`src/hw/rtl/image_fit_rectangle_defines.svh`:
```
// ----------------------------------------------------------------------------
// image_fit_rectangle_defines.svh
// Assertion macros shared by the image fit rectangle block.
// ----------------------------------------------------------------------------
`ifndef IMAGE_FIT_RECTANGLE_DEFINES_SVH
`define IMAGE_FIT_RECTANGLE_DEFINES_SVH

// Same-cycle implication, switched off during reset.
`define IFR_ASSERT_IMPL(label, clk, rst, ante, cons, msg) \
  label: assert property (@(posedge clk) disable iff (rst) (ante) |-> (cons)) \
    else $error(msg);

// Next-cycle implication, switched off during reset.
`define IFR_ASSERT_NEXT(label, clk, rst, ante, cons, msg) \
  label: assert property (@(posedge clk) disable iff (rst) (ante) |=> (cons)) \
    else $error(msg);

`endif

```
`src/hw/rtl/ifr_pkg.sv`:
```
// ----------------------------------------------------------------------------
// ifr_pkg
// Types, codes and defaults shared by the image fit rectangle block.
// ----------------------------------------------------------------------------
package ifr_pkg;

  localparam int unsigned FRAC_BITS_DEF = 8;
  localparam int unsigned INT_BITS_DEF  = 16;

  // Scale register is unsigned Q8.8 when FRAC_BITS is 8.
  localparam int unsigned SCALE_W = 16;
  localparam logic [SCALE_W-1:0] SCALE_RESET = 16'd256;

  localparam int unsigned MODE_W    = 5;
  localparam int unsigned CFG_IDX_W = 2;

  typedef logic [MODE_W-1:0]    mode_t;
  typedef logic [CFG_IDX_W-1:0] cfg_idx_t;

  localparam cfg_idx_t REG_FIT_MODE = 2'd0;
  localparam cfg_idx_t REG_SCALE    = 2'd1;

  localparam mode_t MODE_FILL         = 5'd0;
  localparam mode_t MODE_CONTAIN      = 5'd1;
  localparam mode_t MODE_COVER        = 5'd2;
  localparam mode_t MODE_FIT_W        = 5'd3;
  localparam mode_t MODE_FIT_H        = 5'd4;
  localparam mode_t MODE_NONE         = 5'd5;
  localparam mode_t MODE_SCALE_DOWN   = 5'd6;
  localparam mode_t MODE_TOP_LEFT     = 5'd7;
  localparam mode_t MODE_TOP          = 5'd8;
  localparam mode_t MODE_TOP_RIGHT    = 5'd9;
  localparam mode_t MODE_LEFT         = 5'd10;
  localparam mode_t MODE_CENTER       = 5'd11;
  localparam mode_t MODE_RIGHT        = 5'd12;
  localparam mode_t MODE_BOTTOM_LEFT  = 5'd13;
  localparam mode_t MODE_BOTTOM       = 5'd14;
  localparam mode_t MODE_BOTTOM_RIGHT = 5'd15;
  localparam mode_t MODE_MATRIX       = 5'd16;
  localparam mode_t MODE_COVER_TL     = 5'd17;

  typedef enum logic [1:0] {
    ANC_START = 2'd0,
    ANC_MID   = 2'd1,
    ANC_END   = 2'd2
  } anc_t;

  typedef enum logic [1:0] {
    SRC_FRAME  = 2'd0,
    SRC_SCALED = 2'd1,
    SRC_RATIO  = 2'd2
  } lane_src_t;

  typedef struct packed {
    logic done;
    logic rem_nz;
  } div_stat_t;

  function automatic anc_t anchor_x(input mode_t mode);
    case (mode) inside
      MODE_TOP, MODE_CENTER, MODE_BOTTOM:                 return ANC_MID;
      MODE_TOP_RIGHT, MODE_RIGHT, MODE_BOTTOM_RIGHT:      return ANC_END;
      default:                                            return ANC_START;
    endcase
  endfunction

  function automatic anc_t anchor_y(input mode_t mode);
    case (mode) inside
      MODE_LEFT, MODE_CENTER, MODE_RIGHT:                 return ANC_MID;
      MODE_BOTTOM_LEFT, MODE_BOTTOM, MODE_BOTTOM_RIGHT:   return ANC_END;
      default:                                            return ANC_START;
    endcase
  endfunction

endpackage

```
`src/hw/rtl/ifr_mul.sv`:
```
// ----------------------------------------------------------------------------
// ifr_mul
// Bit-serial shift-and-add multiplier, one multiplier bit per cycle.
// ----------------------------------------------------------------------------
module ifr_mul #(
  parameter int unsigned A_W = 24,
  parameter int unsigned B_W = 32
) (
  input  logic               clk,
  input  logic               rst,
  input  logic               start,
  input  logic [A_W-1:0]     a,
  input  logic [B_W-1:0]     b,
  output logic [A_W+B_W-1:0] prod,
  output logic               done
);
  localparam int unsigned P_W   = A_W + B_W;
  localparam int unsigned CNT_W = $clog2(B_W + 1);

  logic [P_W-1:0]   acc;
  logic [P_W-1:0]   mcand;
  logic [B_W-1:0]   mplier;
  logic [CNT_W-1:0] cnt;
  logic             busy;

  always_ff @(posedge clk) begin
    if (rst) begin
      busy <= 1'b0;
      done <= 1'b0;
    end else begin
      done <= 1'b0;
      if (start) begin
        busy <= 1'b1;
        cnt  <= CNT_W'(B_W);
      end else if (busy) begin
        cnt <= cnt - 1'b1;
        if (cnt == CNT_W'(1)) begin
          busy <= 1'b0;
          done <= 1'b1;
        end
      end
    end
  end

  always_ff @(posedge clk) begin
    if (start) begin
      acc    <= '0;
      mcand  <= P_W'(a);
      mplier <= b;
    end else if (busy) begin
      if (mplier[0]) begin
        acc <= acc + mcand;
      end
      mcand  <= mcand << 1;
      mplier <= mplier >> 1;
    end
  end

  assign prod = acc;

endmodule

```
`src/hw/rtl/ifr_div.sv`:
```
// ----------------------------------------------------------------------------
// ifr_div
// Restoring divider producing one quotient bit per cycle.
// ----------------------------------------------------------------------------
module ifr_div #(
  parameter int unsigned NUM_W = 56,
  parameter int unsigned DEN_W = 41
) (
  input  logic                clk,
  input  logic                rst,
  input  logic                start,
  input  logic [NUM_W-1:0]    num,
  input  logic [DEN_W-1:0]    den,
  output logic [NUM_W-1:0]    quot,
  output ifr_pkg::div_stat_t  stat
);
  import ifr_pkg::*;

  localparam int unsigned CNT_W = $clog2(NUM_W + 1);

  logic [NUM_W-1:0] quo;
  logic [DEN_W-1:0] rem;
  logic [DEN_W-1:0] dvs;
  logic [CNT_W-1:0] cnt;
  logic             busy;
  logic             done;
  logic [DEN_W:0]   trial;
  logic             ge;

  assign trial = {rem, quo[NUM_W-1]};
  assign ge    = trial >= {1'b0, dvs};

  always_ff @(posedge clk) begin
    if (rst) begin
      busy <= 1'b0;
      done <= 1'b0;
    end else begin
      done <= 1'b0;
      if (start) begin
        busy <= 1'b1;
        cnt  <= CNT_W'(NUM_W);
      end else if (busy) begin
        cnt <= cnt - 1'b1;
        if (cnt == CNT_W'(1)) begin
          busy <= 1'b0;
          done <= 1'b1;
        end
      end
    end
  end

  always_ff @(posedge clk) begin
    if (start) begin
      quo <= num;
      rem <= '0;
      dvs <= den;
    end else if (busy) begin
      rem <= ge ? DEN_W'(trial - {1'b0, dvs}) : DEN_W'(trial);
      quo <= {quo[NUM_W-2:0], ge};
    end
  end

  assign quot        = quo;
  assign stat.done   = done;
  assign stat.rem_nz = |rem;

endmodule

```
`src/hw/rtl/image_fit_rectangle.sv`:
```
// ----------------------------------------------------------------------------
// image_fit_rectangle
// Places a scaled source image inside a frame according to a fit mode.
// ----------------------------------------------------------------------------
//  Channel  Direction  Handshake           Payload
//  src      in         src_valid/src_stall  source_width/height, frame_width/height
//  res      out        res_valid/res_stall  place_left/top/width/height, kept_previous
//  cfg      in         cfg_valid/cfg_ready  cfg_index, cfg_data
//
// Each item runs three serial divisions and one serial multiplication, one
// bit per cycle; a new item is accepted only once the block is back in idle.
// Zero-size and anchor items finish after the scaling division.
// Reset is synchronous and clears the held rectangle, the state and the config registers.
// A new item is taken while a result waits; a stalled result holds the block
// in its final state until it is taken.
// ----------------------------------------------------------------------------
`include "image_fit_rectangle_defines.svh"

module image_fit_rectangle #(
  parameter int unsigned FRAC_BITS = ifr_pkg::FRAC_BITS_DEF,
  parameter int unsigned INT_BITS  = ifr_pkg::INT_BITS_DEF
) (
  input  logic                                clk,
  input  logic                                rst,
  input  logic                                src_valid,
  output logic                                src_stall,
  input  logic [INT_BITS+FRAC_BITS-1:0]       source_width,
  input  logic [INT_BITS+FRAC_BITS-1:0]       source_height,
  input  logic [INT_BITS+FRAC_BITS-1:0]       frame_width,
  input  logic [INT_BITS+FRAC_BITS-1:0]       frame_height,
  output logic                                res_valid,
  input  logic                                res_stall,
  output logic signed [INT_BITS+FRAC_BITS:0]  place_left,
  output logic signed [INT_BITS+FRAC_BITS:0]  place_top,
  output logic [INT_BITS+FRAC_BITS-1:0]       place_width,
  output logic [INT_BITS+FRAC_BITS-1:0]       place_height,
  output logic                                kept_previous,
  input  logic                                cfg_valid,
  output logic                                cfg_ready,
  input  ifr_pkg::cfg_idx_t                   cfg_index,
  input  logic [ifr_pkg::SCALE_W-1:0]         cfg_data
);
  import ifr_pkg::*;

  localparam int unsigned SZ_W  = INT_BITS + FRAC_BITS;
  localparam int unsigned SW_W  = SZ_W + FRAC_BITS;
  localparam int unsigned P_W   = SZ_W + SW_W;
  localparam int unsigned OFF_W = SZ_W + 1;
  localparam int unsigned PIX_W = INT_BITS;
  localparam int unsigned DD_W  =
    (SW_W + FRAC_BITS + 1 > SCALE_W) ? SW_W + FRAC_BITS + 1 : SCALE_W;
  localparam logic [SZ_W-1:0] SZ_MAX = '1;

  typedef enum logic [10:0] {
    S_IDLE        = 11'b00000000001,
    S_SCALE       = 11'b00000000010,
    S_SCALE_WAIT  = 11'b00000000100,
    S_CHECK       = 11'b00000001000,
    S_MUL_WAIT    = 11'b00000010000,
    S_PREP        = 11'b00000100000,
    S_CEIL        = 11'b00001000000,
    S_CEIL_WAIT   = 11'b00010000000,
    S_CENTER      = 11'b00100000000,
    S_CENTER_WAIT = 11'b01000000000,
    S_DONE        = 11'b10000000000
  } state_t;

  state_t state, state_next;

  mode_t            fit_mode;
  logic [SCALE_W-1:0] scale_factor;

  logic [SZ_W-1:0]  src_w, src_h, frm_w, frm_h;
  logic [SW_W-1:0]  sw, sh;
  logic [P_W-1:0]   num_w, num_h, acc_w, acc_h;
  logic [SW_W-1:0]  den_w, den_h;
  logic             neg_w, neg_h;
  logic [OFF_W-1:0] r_left, r_top;
  logic [SZ_W-1:0]  r_width, r_height;
  logic             kept_r;

  logic [OFF_W-1:0] held_left, held_top;
  logic [SZ_W-1:0]  held_width, held_height;
  logic             kept_out;

  logic             div_start;
  logic [P_W-1:0]   div_num_w, div_num_h, quot_w, quot_h;
  logic [DD_W-1:0]  div_den_w, div_den_h;
  div_stat_t        dstat_w, dstat_h;

  logic             mul_start, mul_done_w, mul_done_h;
  logic [P_W-1:0]   p1, p2;

  logic [P_W-1:0]   diff_w, diff_h;
  logic             take_min, frame_w_wins, frame_h_wins, small_src;
  lane_src_t        lane_w, lane_h;
  logic             is_anchor, zero_src, out_free;

  // -------------------------------------------------------------- helpers
  function automatic logic [SZ_W-1:0] sat_mag(input logic [SW_W:0] v);
    if (v > (SW_W+1)'(SZ_MAX)) return SZ_MAX;
    return v[SZ_W-1:0];
  endfunction

  function automatic logic [OFF_W-1:0] sgn(input logic neg, input logic [SZ_W-1:0] mag);
    return neg ? -{1'b0, mag} : {1'b0, mag};
  endfunction

  // Quotient to whole pixels, saturated at the field maximum.
  function automatic logic [SZ_W-1:0] pix_sat(input logic [P_W:0] c);
    if (|c[P_W:PIX_W]) return SZ_MAX;
    return SZ_W'(c[PIX_W-1:0]) << FRAC_BITS;
  endfunction

  function automatic logic [OFF_W-1:0] anchor_off(input anc_t sel,
                                                  input logic [SZ_W-1:0] f,
                                                  input logic [SW_W-1:0] s);
    logic [SW_W:0] fe, se, m, h;
    logic          neg;
    fe  = (SW_W+1)'(f);
    se  = {1'b0, s};
    neg = fe < se;
    m   = neg ? se - fe : fe - se;
    if (sel == ANC_MID) h = neg ? (m + 1'b1) >> 1 : m >> 1;
    else h = m;
    if (sel == ANC_START) return '0;
    return sgn(neg, sat_mag(h));
  endfunction

  // -------------------------------------------------------------- units
  ifr_mul #(.A_W(SZ_W), .B_W(SW_W)) u_mul_w (
    .clk(clk), .rst(rst), .start(mul_start), .a(frm_w), .b(sh),
    .prod(p1), .done(mul_done_w)
  );

  ifr_mul #(.A_W(SZ_W), .B_W(SW_W)) u_mul_h (
    .clk(clk), .rst(rst), .start(mul_start), .a(frm_h), .b(sw),
    .prod(p2), .done(mul_done_h)
  );

  ifr_div #(.NUM_W(P_W), .DEN_W(DD_W)) u_div_w (
    .clk(clk), .rst(rst), .start(div_start), .num(div_num_w), .den(div_den_w),
    .quot(quot_w), .stat(dstat_w)
  );

  ifr_div #(.NUM_W(P_W), .DEN_W(DD_W)) u_div_h (
    .clk(clk), .rst(rst), .start(div_start), .num(div_num_h), .den(div_den_h),
    .quot(quot_h), .stat(dstat_h)
  );

  // -------------------------------------------------------------- config
  assign cfg_ready = 1'b1;

  always_ff @(posedge clk) begin
    if (rst) begin
      fit_mode     <= MODE_CONTAIN;
      scale_factor <= SCALE_RESET;
    end else if (cfg_valid && cfg_ready) begin
      unique case (cfg_index)
        REG_FIT_MODE: fit_mode     <= cfg_data[MODE_W-1:0];
        REG_SCALE:    scale_factor <= cfg_data;
        default: ;
      endcase
    end
  end

  // -------------------------------------------------------------- decode
  assign is_anchor = (fit_mode >= MODE_TOP_LEFT) && (fit_mode <= MODE_MATRIX);
  assign zero_src  = (sw == '0) || (sh == '0);
  assign take_min  = !((fit_mode == MODE_COVER) || (fit_mode == MODE_COVER_TL));
  assign frame_w_wins = take_min ? (p1 <= p2) : (p1 >= p2);
  assign frame_h_wins = take_min ? (p2 <= p1) : (p2 >= p1);
  assign small_src = (sw < SW_W'(frm_w)) && (sh < SW_W'(frm_h));
  assign out_free  = !res_valid || !res_stall;

  always_comb begin
    lane_w = frame_w_wins ? SRC_FRAME : SRC_RATIO;
    lane_h = frame_h_wins ? SRC_FRAME : SRC_RATIO;
    unique case (fit_mode)
      MODE_FILL: begin
        lane_w = SRC_FRAME;
        lane_h = SRC_FRAME;
      end
      MODE_FIT_W: begin
        lane_w = SRC_FRAME;
        lane_h = SRC_RATIO;
      end
      MODE_FIT_H: begin
        lane_w = SRC_RATIO;
        lane_h = SRC_FRAME;
      end
      MODE_NONE: begin
        lane_w = SRC_SCALED;
        lane_h = SRC_SCALED;
      end
      MODE_SCALE_DOWN: begin
        if (small_src) begin
          lane_w = SRC_SCALED;
          lane_h = SRC_SCALED;
        end
      end
      default: ;
    endcase
  end

  assign diff_w = (acc_w >= num_w) ? acc_w - num_w : num_w - acc_w;
  assign diff_h = (acc_h >= num_h) ? acc_h - num_h : num_h - acc_h;

  always_comb begin
    div_num_w = num_w;
    div_num_h = num_h;
    div_den_w = DD_W'(den_w) << FRAC_BITS;
    div_den_h = DD_W'(den_h) << FRAC_BITS;
    if (state == S_SCALE) begin
      div_num_w = P_W'(src_w) << FRAC_BITS;
      div_num_h = P_W'(src_h) << FRAC_BITS;
      div_den_w = DD_W'(scale_factor);
      div_den_h = DD_W'(scale_factor);
    end else if (state == S_CENTER) begin
      div_num_w = diff_w;
      div_num_h = diff_h;
      div_den_w = DD_W'(den_w) << (FRAC_BITS + 1);
      div_den_h = DD_W'(den_h) << (FRAC_BITS + 1);
    end
  end

  assign div_start = ((state == S_SCALE) && (scale_factor != '0))
                     || (state == S_CEIL) || (state == S_CENTER);
  assign mul_start = (state == S_CHECK) && !zero_src && !is_anchor;

  // -------------------------------------------------------------- sequencer
  always_comb begin
    state_next = state;
    unique case (state)
      S_IDLE:        if (src_valid) state_next = S_SCALE;
      S_SCALE:       state_next = (scale_factor == '0) ? S_DONE : S_SCALE_WAIT;
      S_SCALE_WAIT:  if (dstat_w.done) state_next = S_CHECK;
      S_CHECK:       state_next = (zero_src || is_anchor) ? S_DONE : S_MUL_WAIT;
      S_MUL_WAIT:    if (mul_done_w) state_next = S_PREP;
      S_PREP:        state_next = S_CEIL;
      S_CEIL:        state_next = S_CEIL_WAIT;
      S_CEIL_WAIT:   if (dstat_w.done) state_next = S_CENTER;
      S_CENTER:      state_next = S_CENTER_WAIT;
      S_CENTER_WAIT: if (dstat_w.done) state_next = S_DONE;
      S_DONE:        if (out_free) state_next = S_IDLE;
      default:       state_next = S_IDLE;
    endcase
  end

  always_ff @(posedge clk) begin
    if (rst) begin
      state <= S_IDLE;
    end else begin
      state <= state_next;
    end
  end

  assign src_stall = (state != S_IDLE);

  always_ff @(posedge clk) begin
    unique case (state)
      S_IDLE: begin
        src_w <= source_width;
        src_h <= source_height;
        frm_w <= frame_width;
        frm_h <= frame_height;
        kept_r <= 1'b1;
      end
      S_SCALE_WAIT: begin
        sw <= quot_w[SW_W-1:0];
        sh <= quot_h[SW_W-1:0];
      end
      S_CHECK: begin
        if (!zero_src) begin
          kept_r <= 1'b0;
        end
        r_left   <= anchor_off(anchor_x(fit_mode), frm_w, sw);
        r_top    <= anchor_off(anchor_y(fit_mode), frm_h, sh);
        r_width  <= sat_mag({1'b0, sw});
        r_height <= sat_mag({1'b0, sh});
      end
      S_PREP: begin
        case (lane_w)
          SRC_SCALED: begin
            num_w <= P_W'(sw);
            den_w <= SW_W'(1);
            acc_w <= P_W'(frm_w);
          end
          SRC_RATIO: begin
            num_w <= p2;
            den_w <= sh;
            acc_w <= p1;
          end
          default: begin
            num_w <= P_W'(frm_w);
            den_w <= SW_W'(1);
            acc_w <= P_W'(frm_w);
          end
        endcase
        case (lane_h)
          SRC_SCALED: begin
            num_h <= P_W'(sh);
            den_h <= SW_W'(1);
            acc_h <= P_W'(frm_h);
          end
          SRC_RATIO: begin
            num_h <= p1;
            den_h <= sw;
            acc_h <= p2;
          end
          default: begin
            num_h <= P_W'(frm_h);
            den_h <= SW_W'(1);
            acc_h <= P_W'(frm_h);
          end
        endcase
      end
      S_CEIL_WAIT: begin
        if (dstat_w.done) begin
          r_width  <= pix_sat({1'b0, quot_w} + (P_W+1)'(dstat_w.rem_nz));
          r_height <= pix_sat({1'b0, quot_h} + (P_W+1)'(dstat_h.rem_nz));
        end
      end
      S_CENTER: begin
        neg_w <= acc_w < num_w;
        neg_h <= acc_h < num_h;
      end
      S_CENTER_WAIT: begin
        // A negative offset rounds its magnitude up, so that the pixel
        // offset is the floor of the signed value.
        if (dstat_w.done) begin
          if (fit_mode == MODE_COVER_TL) begin
            r_left <= '0;
            r_top  <= '0;
          end else begin
            r_left <= sgn(neg_w, pix_sat({1'b0, quot_w}
                                         + (P_W+1)'(neg_w && dstat_w.rem_nz)));
            r_top  <= sgn(neg_h, pix_sat({1'b0, quot_h}
                                         + (P_W+1)'(neg_h && dstat_h.rem_nz)));
          end
        end
      end
      default: ;
    endcase
  end

  // -------------------------------------------------------------- result
  // The held rectangle doubles as the result register.
  always_ff @(posedge clk) begin
    if (rst) begin
      res_valid   <= 1'b0;
      kept_out    <= 1'b0;
      held_left   <= '0;
      held_top    <= '0;
      held_width  <= '0;
      held_height <= '0;
    end else begin
      if (res_valid && !res_stall) begin
        res_valid <= 1'b0;
      end
      if ((state == S_DONE) && out_free) begin
        res_valid <= 1'b1;
        kept_out  <= kept_r;
        if (!kept_r) begin
          held_left   <= r_left;
          held_top    <= r_top;
          held_width  <= r_width;
          held_height <= r_height;
        end
      end
    end
  end

  assign place_left    = held_left;
  assign place_top     = held_top;
  assign place_width   = held_width;
  assign place_height  = held_height;
  assign kept_previous = kept_out;

  // -------------------------------------------------------------- checks
  `IFR_ASSERT_NEXT(a_accept_starts, clk, rst, src_valid && !src_stall, state == S_SCALE, "accepted item did not start scaling")
  `IFR_ASSERT_IMPL(a_result_from_done, clk, rst, $rose(res_valid), $past(state) == S_DONE, "result raised outside final state")
  `IFR_ASSERT_IMPL(a_lanes_in_step, clk, rst, 1'b1, (dstat_w.done == dstat_h.done) && (mul_done_w == mul_done_h), "serial lanes out of step")
  `IFR_ASSERT_IMPL(a_kept_holds, clk, rst, $rose(res_valid) && kept_previous, $stable(held_width) && $stable(held_left), "kept item changed the rectangle")

endmodule

```
`config.mk`:
```
export PLATFORM = sky130hd
export DESIGN_NAME = image_fit_rectangle
export DESIGN_NICKNAME = d
export VERILOG_FILES = /design/src/hw/rtl/ifr_pkg.sv /design/src/hw/rtl/ifr_mul.sv /design/src/hw/rtl/ifr_div.sv /design/src/hw/rtl/image_fit_rectangle.sv
export VERILOG_INCLUDE_DIRS = /design/src /design/src/hw/rtl
export SDC_FILE = /design/constraint.sdc
export NUM_CORES = 2
export LEC_CHECK = 0
export BUFFER_PORTS_ARGS = -buffer_cell sky130_fd_sc_hd__buf_2
export CAP_MARGIN = 20
export CORE_ASPECT_RATIO = 1.2
export CORE_UTILIZATION = 55
export DETAILED_ROUTE_END_ITERATION = 16
export PLACE_DENSITY = 0.71
export SLEW_MARGIN = 30
export SYNTH_ARGS = -nofsm -noshare
export SYNTH_HDL_FRONTEND = slang
export SYNTH_HIERARCHICAL = 1
export SYNTH_SLANG_ARGS = --single-unit
```
`constraint.sdc`:
```
create_clock -name clk -period 8.3 [get_ports clk]
set_input_delay 1.66 -clock clk [delete_from_list [all_inputs] [get_ports clk]]
set_output_delay 1.66 -clock clk [all_outputs]
set_load 0.1 [all_outputs]
```
==> results_tabular.tex <==
\begin{tabular}{lr}
\hline
Metric & Value \\
\hline
\multicolumn{2}{l}{\textbf{Power}} \\
Ratio of total power to cell area & $\sim$230 nW/um2 \\
Peak VDD IR & 0.0001690 V \\
Cell leakage power & 41.95 nW \\
\multicolumn{2}{l}{\textbf{Synthesis}} \\
Mapped Cells & 11450 \\
YS warnings & 6 \\
Syn Area/Cell & 8.441 um2 \\
Syn Nets & 12170 \\
Post-synthesis cell area & 96630 um2 \\
\multicolumn{2}{l}{\textbf{Hold path}} \\
Classification of the worst-slack hold path & flip-flop to flip-flop \\
Cell depth of the worst hold path & 2 \\
Endpoint of the worst hold path & place\_top[24] \\
Critical hold path startpoint & place\_top[24] \\
\multicolumn{2}{l}{\textbf{Timing}} \\
Worst hold slack across all endpoints & 449.9 ps \\
Number of pins exceeding their max-slew limit in the final report & 0 \\
Count of endpoints failing hold in the final timing report & 0 \\
Max Clock Freq & between 100 and 150 MHz \\
Min Clock Period, post-route & 8062 ps \\
Actual slew at the worst max-slew pin & 1099 ps \\
Setup TNS after final layout & 0 ps \\
Max transition margin & 26.47\% \\
Final count of negative-setup-slack endpoints & 0 \\
Share of the clock period used by the worst path & 97.13\% \\
Final worst clock skew & $\sim$43 ps \\
Unrepaired setup endpoints after global routing & true \\
\multicolumn{2}{l}{\textbf{Final layout}} \\
Layout-stage area growth over the synthesis result & 8.156\% \\
Post-layout instance area & between 100000 and 150000 um2 \\
Post-layout nets & around 12000 \\
Fraction of final layout cells sized beyond drive strength 1 & 9.723\% \\
Non-filler instance count after layout & 13760 \\
Fill cell total of the finished layout & 15530 \\
\multicolumn{2}{l}{\textbf{Floorplan}} \\
Placeable core region & around 170000 um2 \\
Number of top-level pins & 221 \\
Floorplan die height & about 460 um \\
Die outline area & 177400 um2 \\
Number of rows created at floorplan & 168 \\
Die width & 384.6 um \\
Starting density of the core & 55.39\% \\
\multicolumn{2}{l}{\textbf{CTS}} \\
Clk pin slew, worst setup/hold paths & around 60 ps \\
Clock tree from TritonCTS & built \\
Clock buffers created by TritonCTS & 137 \\
Clock latency at the later pin of the worst-skew pair & $\sim$840 ps \\
Hold-fix buffers at CTS & 0 \\
Clock Tree Root & sky130\_fd\_sc\_hd\_\_clkbuf\_16 \\
Count of clock tree sinks & 1275 \\
Number of H-tree levels & 4 \\
Max Buffers Root-to-Sink & 3 \\
\multicolumn{2}{l}{\textbf{Global route}} \\
Antenna violations before repair & 37 \\
All-layer global routing usage & 43.67\% \\
Pin count of the biggest net entering global routing & 130 \\
GRT overflow & 0 \\
Via count of the first global-routing pass & 87210 \\
Wire length of the first global-routing pass & 573400 um \\
\multicolumn{2}{l}{\textbf{Worst setup path}} \\
Largest incremental delay on the critical path & 550 ps \\
Launching element of the worst setup path & sw[27] \\
Worst setup SP type & flip-flop \\
RR Endpoint & r\_left[22] \\
Most used cell, CP & sky130\_fd\_sc\_hd\_\_nand2\_1 \\
Category of the most critical setup path & flip-flop to flip-flop \\
Data arrival at the endpoint of the critical path & 8630 ps \\
Reg-to-reg critical path startpoint & sw[27] \\
Critical Path Sink Type & flip-flop \\
Register-to-register path setup slack & 240 ps \\
WP data required & roughly 9000 ps \\
Slowest-stage cell, CP & sky130\_fd\_sc\_hd\_\_mux4\_2 \\
Largest fanout on the critical path & 5 \\
Depth of the most critical reg-to-reg path & 30 \\
\multicolumn{2}{l}{\textbf{Detailed routing}} \\
Starting DRC count in detailed routing & 11600 \\
Number of nets still failing antenna checks after routing & 0 \\
Total wire length after detailed routing & 400400 um \\
Detailed-route wire length per cell & 29.10 um \\
Total vias in the final route & 93400 \\
Drt via density & about 6.8 \\
DRC violation count after routing & 0 \\
Number of detailed-routing iterations run before antenna repair & 7 \\
\multicolumn{2}{l}{\textbf{Job}} \\
Max-cap viol count & 0 \\
\multicolumn{2}{l}{\textbf{Placed design}} \\
Total of buffers placed on input and output ports & 219 \\
Total placed cells including tap cells & 13490 \\
Dpl cell area & 99610 um2 \\
Dpl hpwl & 309400 um \\
Placer Congestion & 1.099 \\
\multicolumn{2}{l}{\textbf{Status}} \\
Result of the run & complete, no violations \\
\hline
\end{tabular}
-- how the worst max path moves through the flow --
stage	end	slack, ps
global placement	r_left[22]	400
floorplan	r_left[22]	100
finish	r_left[22]	240
global route	r_left[22]	-140
detailed placement	r_left[22]	230
CTS	r_left[22]	180
-- layer usage --
layer,part of all wire (%),track usage (%)
met5,0.036,0
met2,44,68.28
met1,36,52.25
met3,11,11.61
met4,8.0,30.18
-- state kept, by name, indices dropped and copies added, names as in the netlist, 41 cells and up --
signal	flops
u_div_w/quot	56
u_div_h/rem	41
num_w	56
acc_w	56
u_div_w/dvs	41
u_mul_w/mcand	56
u_div_h/quot	56
num_h	56
u_mul_w/prod	56
u_mul_h/prod	56
acc_h	56
u_div_w/rem	41
u_mul_h/mcand	56
u_div_h/dvs	41
-- what timing repair did --
action | CTS | global route
resized for setup | 0 | 14
setup endpoints to repair | 0 | 6
setup buffers | 0 | 2
-- placed cells by master, fill, tap and decap left out, drive strengths merged, types with 45 or more instances in the layout --
cell type and n:
ha 590, nand3 250, a22oi 45, a211oi 179, dfxtp 396, a21oi 1258
o21bai 148, nor4 111, xor2 181, nor3 238, nand2b 62, buf 439
a21o 281, and2 265, edfxtp 879, o22ai 54, or3 63, mux2 247
nand4 262, o211ai 61, nand2 1334, mux2i 224, and3 103, xnor2 318
a31oi 144, nor2b 51, o21ai 676, a221oi 77, clkbuf 182, nor2 872
o21a 78, inv 664
-- cell type report --
type	instances	area, um2	share of cell area (%)
multi-input combinational	8827	57250	54.78
sequential	1275	34330	32.84
clock buffer	182	3854	3.687
tap	2295	2872	2.748
timing repair buffer	439	2798	2.677
inverter	653	2467	2.361
clock inverter	71	902.1	0.8632
antenna	18	45.04	0.04310
-- report_power, final --
part | switching (mW) | internal, mW
clock | 2.80 | 3.75
sequential | 0.845 | 7.61
combinational | 6.24 | 3.17
-- through the flow --
| step | setup slack, ps | utilization [%] | power, mW |
|---|---|---|---|
| 2_1_floorplan | 100.9 | - | 14.46 |
| 3_3_place_gp | 395.2 | 57.09 | 17.43 |
| 3_5_place_dp | 225.9 | 57.09 | 17.54 |
| 4_1_cts | 184.4 | 59.82 | 24.03 |
| 5_1_grt | -139.8 | 59.88 | 25.26 |
| 6_report | 238.0 | 59.90 | 24.41 |
-- worst max-delay path, delay by kind of cell, from the launching register on --
family / cells / cell delay (ps)
simple gates: 15 / 3680
compound gates: 9 / 2050
mux: 3 / 1020
fa+ha+maj: 2 / 490
flops: 1 / 380
buf+inv: 1 / 190
(Power assumes the default switching activity.)
